==> src/design/cau_pkg.sv <==
// Shared types, constants and helpers for the complex arithmetic unit.
package cau_pkg;

  localparam int DATA_W = 32;
  localparam int FRAC_W = 16;
  localparam int QUO_W  = 32;
  localparam int PROD_W = 2 * DATA_W;
  localparam int VAL_W  = 50;
  localparam int DEN_W  = PROD_W + 1;
  localparam int REM_W  = PROD_W + 2;
  localparam int MAG_W  = PROD_W + 1 + FRAC_W;
  localparam int QDEPTH = 4;
  localparam int QPTR_W = 2;
  localparam int QCNT_W = 3;

  typedef enum logic [1:0] {
    KIND_ADD = 2'd0,
    KIND_SUB = 2'd1,
    KIND_MUL = 2'd2,
    KIND_DIV = 2'd3
  } kind_t;

  typedef struct packed {
    kind_t                     kind;
    logic                      dz;
    logic signed [DATA_W-1:0]  a_re;
    logic signed [DATA_W-1:0]  a_im;
    logic signed [DATA_W-1:0]  b_re;
    logic signed [DATA_W-1:0]  b_im;
  } req_t;

  function automatic logic [DATA_W:0] sat_val(input logic signed [VAL_W-1:0] v);
    logic signed [VAL_W-1:0] hi;
    logic signed [VAL_W-1:0] lo;
    hi = VAL_W'((64'sd1 <<< (DATA_W - 1)) - 64'sd1);
    lo = -hi - VAL_W'(1);
    if (v > hi) begin
      sat_val = {1'b1, hi[DATA_W-1:0]};
    end else if (v < lo) begin
      sat_val = {1'b1, lo[DATA_W-1:0]};
    end else begin
      sat_val = {1'b0, v[DATA_W-1:0]};
    end
  endfunction

endpackage

==> src/design/cau_front.sv <==
// Request intake: classify requests and queue them for the execution pipeline.
module cau_front (
  input  logic                 clk,
  input  logic                 rst,
  input  logic                 in_valid,
  output logic                 in_ready,
  input  logic [1:0]           in_kind,
  input  logic [127:0]         in_data,
  output logic                 q_valid,
  input  logic                 q_pop,
  output cau_pkg::req_t        q_data
);
  import cau_pkg::*;

  req_t               mem [QDEPTH];
  logic [QPTR_W-1:0]  wptr;
  logic [QPTR_W-1:0]  rptr;
  logic [QCNT_W-1:0]  count;
  logic               push;
  logic               pop;
  req_t               req;

  always_comb begin
    req.kind = kind_t'(in_kind);
    req.a_re = in_data[31:0];
    req.a_im = in_data[63:32];
    req.b_re = in_data[95:64];
    req.b_im = in_data[127:96];
    req.dz   = (req.kind == KIND_DIV) && (req.b_re == '0) && (req.b_im == '0);
  end

  assign in_ready = (count != QCNT_W'(QDEPTH));
  assign push     = in_valid && in_ready;
  assign q_valid  = (count != '0);
  assign pop      = q_pop && q_valid;
  assign q_data   = mem[rptr];

  always_ff @(posedge clk) begin
    if (push) begin
      mem[wptr] <= req;
    end
  end

  always_ff @(posedge clk) begin
    if (rst) begin
      wptr  <= '0;
      rptr  <= '0;
      count <= '0;
    end else begin
      if (push) wptr <= wptr + QPTR_W'(1);
      if (pop)  rptr <= rptr + QPTR_W'(1);
      count <= count + QCNT_W'(push) - QCNT_W'(pop);
    end
  end

endmodule

==> config.mk <==
export PLATFORM = sky130hd
export DESIGN_NAME = cau_front
export DESIGN_NICKNAME = d
export VERILOG_FILES = /design/src/design/cau_pkg.sv /design/src/design/cau_front.sv
export SDC_FILE = /design/constraint.sdc
export NUM_CORES = 1
export LEC_CHECK = 0
export BUFFER_PORTS_ARGS = -buffer_cell sky130_fd_sc_hd__buf_2
export CAP_MARGIN = 20
export CORE_MARGIN = 4
export CORE_UTILIZATION = 51
export DETAILED_ROUTE_END_ITERATION = 8
export PLACE_DENSITY = 0.75
export SKIP_LAST_GASP = 1
export SYNTH_ARGS = -nofsm -noshare
export SYNTH_HDL_FRONTEND = slang
export SYNTH_SLANG_ARGS = --single-unit
==> constraint.sdc <==
create_clock -name clk -period 4.39 [get_ports clk]
set_input_delay 0.439 -clock clk [delete_from_list [all_inputs] [get_ports clk]]
set_output_delay 0.439 -clock clk [all_outputs]
set_load 0.005 [all_outputs]
## Word-level counts from Yosys, hierarchy flattened

Memories as Yosys holds them, arrays and structs flattened. A register that Yosys moved wholly into a read port is not among the register bits.
Index checks and enable logic that the tools add are counted.

| word-level totals | value |
|---|---|
| bits of input ports | 134 |
| logic and storage cells | 21 |
| output and inout port bits | 133 |
| bits in registers | 7 |
| memories kept | 1 |
| bits in writable memories | 524 |

Memory list:

| name | words | width | read ports | clocked after Yosys merged registers in | wr ports | RTL line | RTL |
|---|---|---|---|---|---|---|---|
| mem | 4 | 131 | 1 | 1 | 1 | cau_front.sv:15 | `req_t mem [QDEPTH];` |

| cells by class | value |
|---|---|
| add/sub/neg operators | 4 |
| eq/ne operators | 2 |
| reductions and logical operators | 7 |
| multiplexer cells | 4 |

Operator list:

| operator | number |
|---|---|
| 32-bit zero test | 2 |
| 2-bit by 1-bit adder with 2-bit output, second input constant | 2 |
| 1-bit logical AND | 4 |
| 2-bit 2-to-1 mux | 2 |
| 3-bit by 1-bit adder with 3-bit output | 1 |
| 3-bit != test, second input constant | 1 |
| 3-bit nonzero test | 1 |
| 3-bit by 1-bit subtractor with 3-bit output | 1 |
| 2-bit == test, second input constant | 1 |
| 1-bit 2-to-1 mux | 2 |

## Logic depth before layout (Yosys ltp)

| logic depth | value |
|---|---|
| depth after elaboration | 4 |
| gate-level depth with buffers | 11 |
| mapped depth without buffers | 11 |

## Worst setup path after synthesis

No wires, ideal clock.

| timing path | value |
|---|---|
| kind | reg-to-reg |
| from | register count[1] |
| to | memory mem[0][0] in the netlist's numbering (enable) |
| buffers on the path | 0 |
| cell stages (with the launch flop) | 3 |
| path slack | 0.186 ns |
| setup time | 0.507 ns |
| arrival | 3.697 ns |
| period minus slack after synthesis | 4.204 ns |
| path through | dfxtp_1 > or3b_1 > and3_1 |

| between the ends | value |
|---|---|
| cells in the longest elaborated chain, start to end | 4 |

Ends and longest elaborated chain:

| item | RTL line | RTL |
|---|---|---|
| start: declaration | cau_front.sv:18 | `logic [QCNT_W-1:0] count;` |
| start signal: assignment | cau_front.sv:52 | `count <= count + QCNT_W'(push) - QCNT_W'(pop);` |
| 3-bit != test | cau_front.sv:32 | `assign in_ready = (count != QCNT_W'(QDEPTH));` |
| via in_ready | cau_front.sv:6 | `output logic in_ready,` |
| 1-bit logical AND | cau_front.sv:33 | `assign push = in_valid && in_ready;` |
| 1-bit 2-to-1 mux | cau_front.sv:39 | `if (push) begin` |
| 1-bit 2-to-1 mux (not written as such) | cau_front.sv:40 | `mem[wptr] <= req;` |
| end: declaration | cau_front.sv:15 |  |

The timed path passes the listed nets, and every way through them passes these cells.

==> flow_metrics.tcl <==
set metrics [dict create \
    fp-row-count 71 \
    netlist_area_sq_um 19500 \
    drtIter0Drc 585 \
    cts_root_buf "clkbuf_16" \
    clockBufferDepth 3 \
    dp_hpwl_mm 22.9 \
    synth_top_area_cell "edfxtp_1" \
    initial_core_util 0.518 \
    ir_worst_vdd_uv 407 \
    portBuffers 266 \
    numClockSinks 533 \
    gp_congestion 0.743 \
    period_share 0.664 \
    drv_cap 0 \
    io_pins 267 \
    yosysWarnings 0 \
    hold_viol_final 0 \
    finalSetupViolCount 0 \
    grt_pass1_vias 9456 \
    p_total_uw 13300 \
    grt_max_degree 63 \
    cts_max_level 2 \
    cts_resized 0 \
    post_cts_buffers 0 \
    ys_types 30 \
    antenna_found_initial 5 \
    grt_overflow 0 \
    period_minus_slack_ns 2.92 \
    synth_edf_count 524 \
    synthTopCellsByArea "edfxtp_1 81%, mux4_2 15%, dfxtp_1 0.92%, buf_6 0.52%, ha_1 0.38%" \
    first_pass_iters 5 \
    tns_ns 0 \
    syn_to_final_growth_pct 18.6 \
    hold_path_class "primary input to flip-flop" \
    p_per_area_nw_per_um2 575 \
    fin_util 0.614 \
    max_freq_mhz 343 \
    fillCellCount 2610 \
    rsz0062_at_grt "false" \
    core_area_sq_um 37700 \
    cts_tree "yes" \
    final_nets 1198 \
    cts-hold-fix-buffers 0 \
    synth-main-ff-cell "edfxtp_1" \
    slew_viol_final 0 \
    clk_pin_slew_ns 0.06 \
    cts_buffers 53 \
    cp.required_ns 3.95 \
    fp.dieW_um 204 \
    wl_mm 36.9 \
    netlist.area_leader.share 0.807 \
    drive_gt1_frac 0.451 \
    worst_pin_slew_ns 0.755 \
    max_slew_margin 0.497 \
    via_per_inst 5.54 \
    p_leak_uw 0.00765 \
    cp-start-kind "flip-flop" \
    ant_nets 0 \
    finalClockSkew_ns 0.0128 \
    critPathMaxFanout 25 \
    ys_seq_elements 533 \
    die_h_um 204 \
    status "finished clean" \
    grt_pass1_wl_mm 57.4 \
    yosysMostFrequentCell "edfxtp_1" \
    syn_area_per_cell_sq_um 25.9 \
    synth-seq-area-share 0.816 \
    synth_common_cells "524 x edfxtp_1, 131 x mux4_2, 13 x buf_2" \
    criticalPathCategory "flip-flop to output port" \
    wl_per_cell_um 22.9 \
    worst_setup_path_end_kind "output port" \
    synth_nets 895 \
    dr_total_vias 8932 \
    synth_cells 754 \
    arrival_ns 2.48 \
    async_flop_share 0 \
    die_area_sq_um 41400 \
    insertion_delay_ns 0.57 \
    grt_usage 0.183 \
    drc_errors 0 \
]
-- layout make-up --
class,instances,area [sq um],share of cell area
multi-input cells,185,3390,0.146
repair buffers,279,1520,0.0655
clock buffers,66,1420,0.0613
well taps,511,639,0.0276
diodes,3,7.51,0.000324
inverters,5,18.8,0.000811
flip-flops and latches,533,15900,0.688
clock inverters,31,231,0.0100
-- per-stage QoR --
stage | hold WS [ns] | worst slack, ns | cell area [sq um] | cells
2_1_floorplan | 0.469 | 0.186 | 19500 | 754
3_3_place_gp | 0.490 | 2.02 | 21500 | 1513
3_5_place_dp | 0.493 | 1.91 | 21500 | 1513
4_1_cts | 0.0414 | 1.34 | 23100 | 1610
5_1_grt | 0.0480 | 1.24 | 23100 | 1611
6_report | 0.0828 | 1.47 | 23100 | 1613
-- power breakdown --
| part | total [uW] | internal (uW) | leakage, uW | switching [uW] |
|---|---|---|---|---|
| registers | 6380 | 6190 | 0.00488 | 190 |
| clock network | 4230 | 2460 | 0.000798 | 1770 |
| logic | 2690 | 1380 | 0.00198 | 1310 |
-- sequential cells by signal, summed over array words and instances, names as in the netlist, named ones only --
signal	cells
count	3
mem	524
rptr	2
wptr	2
-- cell families after synthesis --
family	share of synthesized area
xor+xnor	0.00225
fa+ha+maj	0.00488
mux	0.151
simple gates	0.0135
buf+inv	0.0114
compound gates	0.000706
flops	0.816
-- path summary, 6_finish.rpt --
check / startpoint / end / slack (ns) / depth (start not counted)
worst max register to register: count[1]$_SDFF_PP0_ / count[2]$_SDFF_PP0_ / 1.93 / 11
worst max-delay path: flip-flop / q_data[108] / 1.47 / 3
worst min register to register: wptr[1]$_SDFFE_PP0P_ / wptr[1]$_SDFFE_PP0P_ / 0.51 / 2
worst min-delay path: in_data[50] / mem[0][82]$_DFFE_PP_ / 0.08 / 1
-- critical path: stages, from the launching register on --
cell and delay [ns]:
dfxtp_4 0.62, buf_4 0.50, mux4_2 0.60, buf_2 0.15
-- cell usage in the layout (no fill, tap or decap), types with 2 or more instances in the layout --
cell type / count
edfxtp_1: 524
buf_2: 266
mux4_2: 131
clkbuf_16: 55
clkinv_1: 13
nor4_1: 11
clkbuf_1: 11
clkinv_2: 9
nor2_1: 7
dfxtp_1: 7
buf_12: 7
ha_1: 6
buf_4: 6
inv_1: 4
and3_4: 4
clkinvlp_4: 4
diode_2: 3
nor4_2: 3
nand4_1: 3
xnor2_1: 3
nand2_1: 3
bufinv_16: 3
xor2_1: 2
dfxtp_4: 2
-- routing by layer --
metal  wire length (um)  vias to the layer above  share of wire  global-route usage
li1                   -                     3883              -                   -
met1              14400                     4652           0.39               0.250
met2              18800                      329           0.51               0.295
met3               2920                       60          0.079              0.0491
met4                763                        8          0.021              0.0518
met5                 60                        -         0.0016                   0
(Power assumes the default switching activity.)
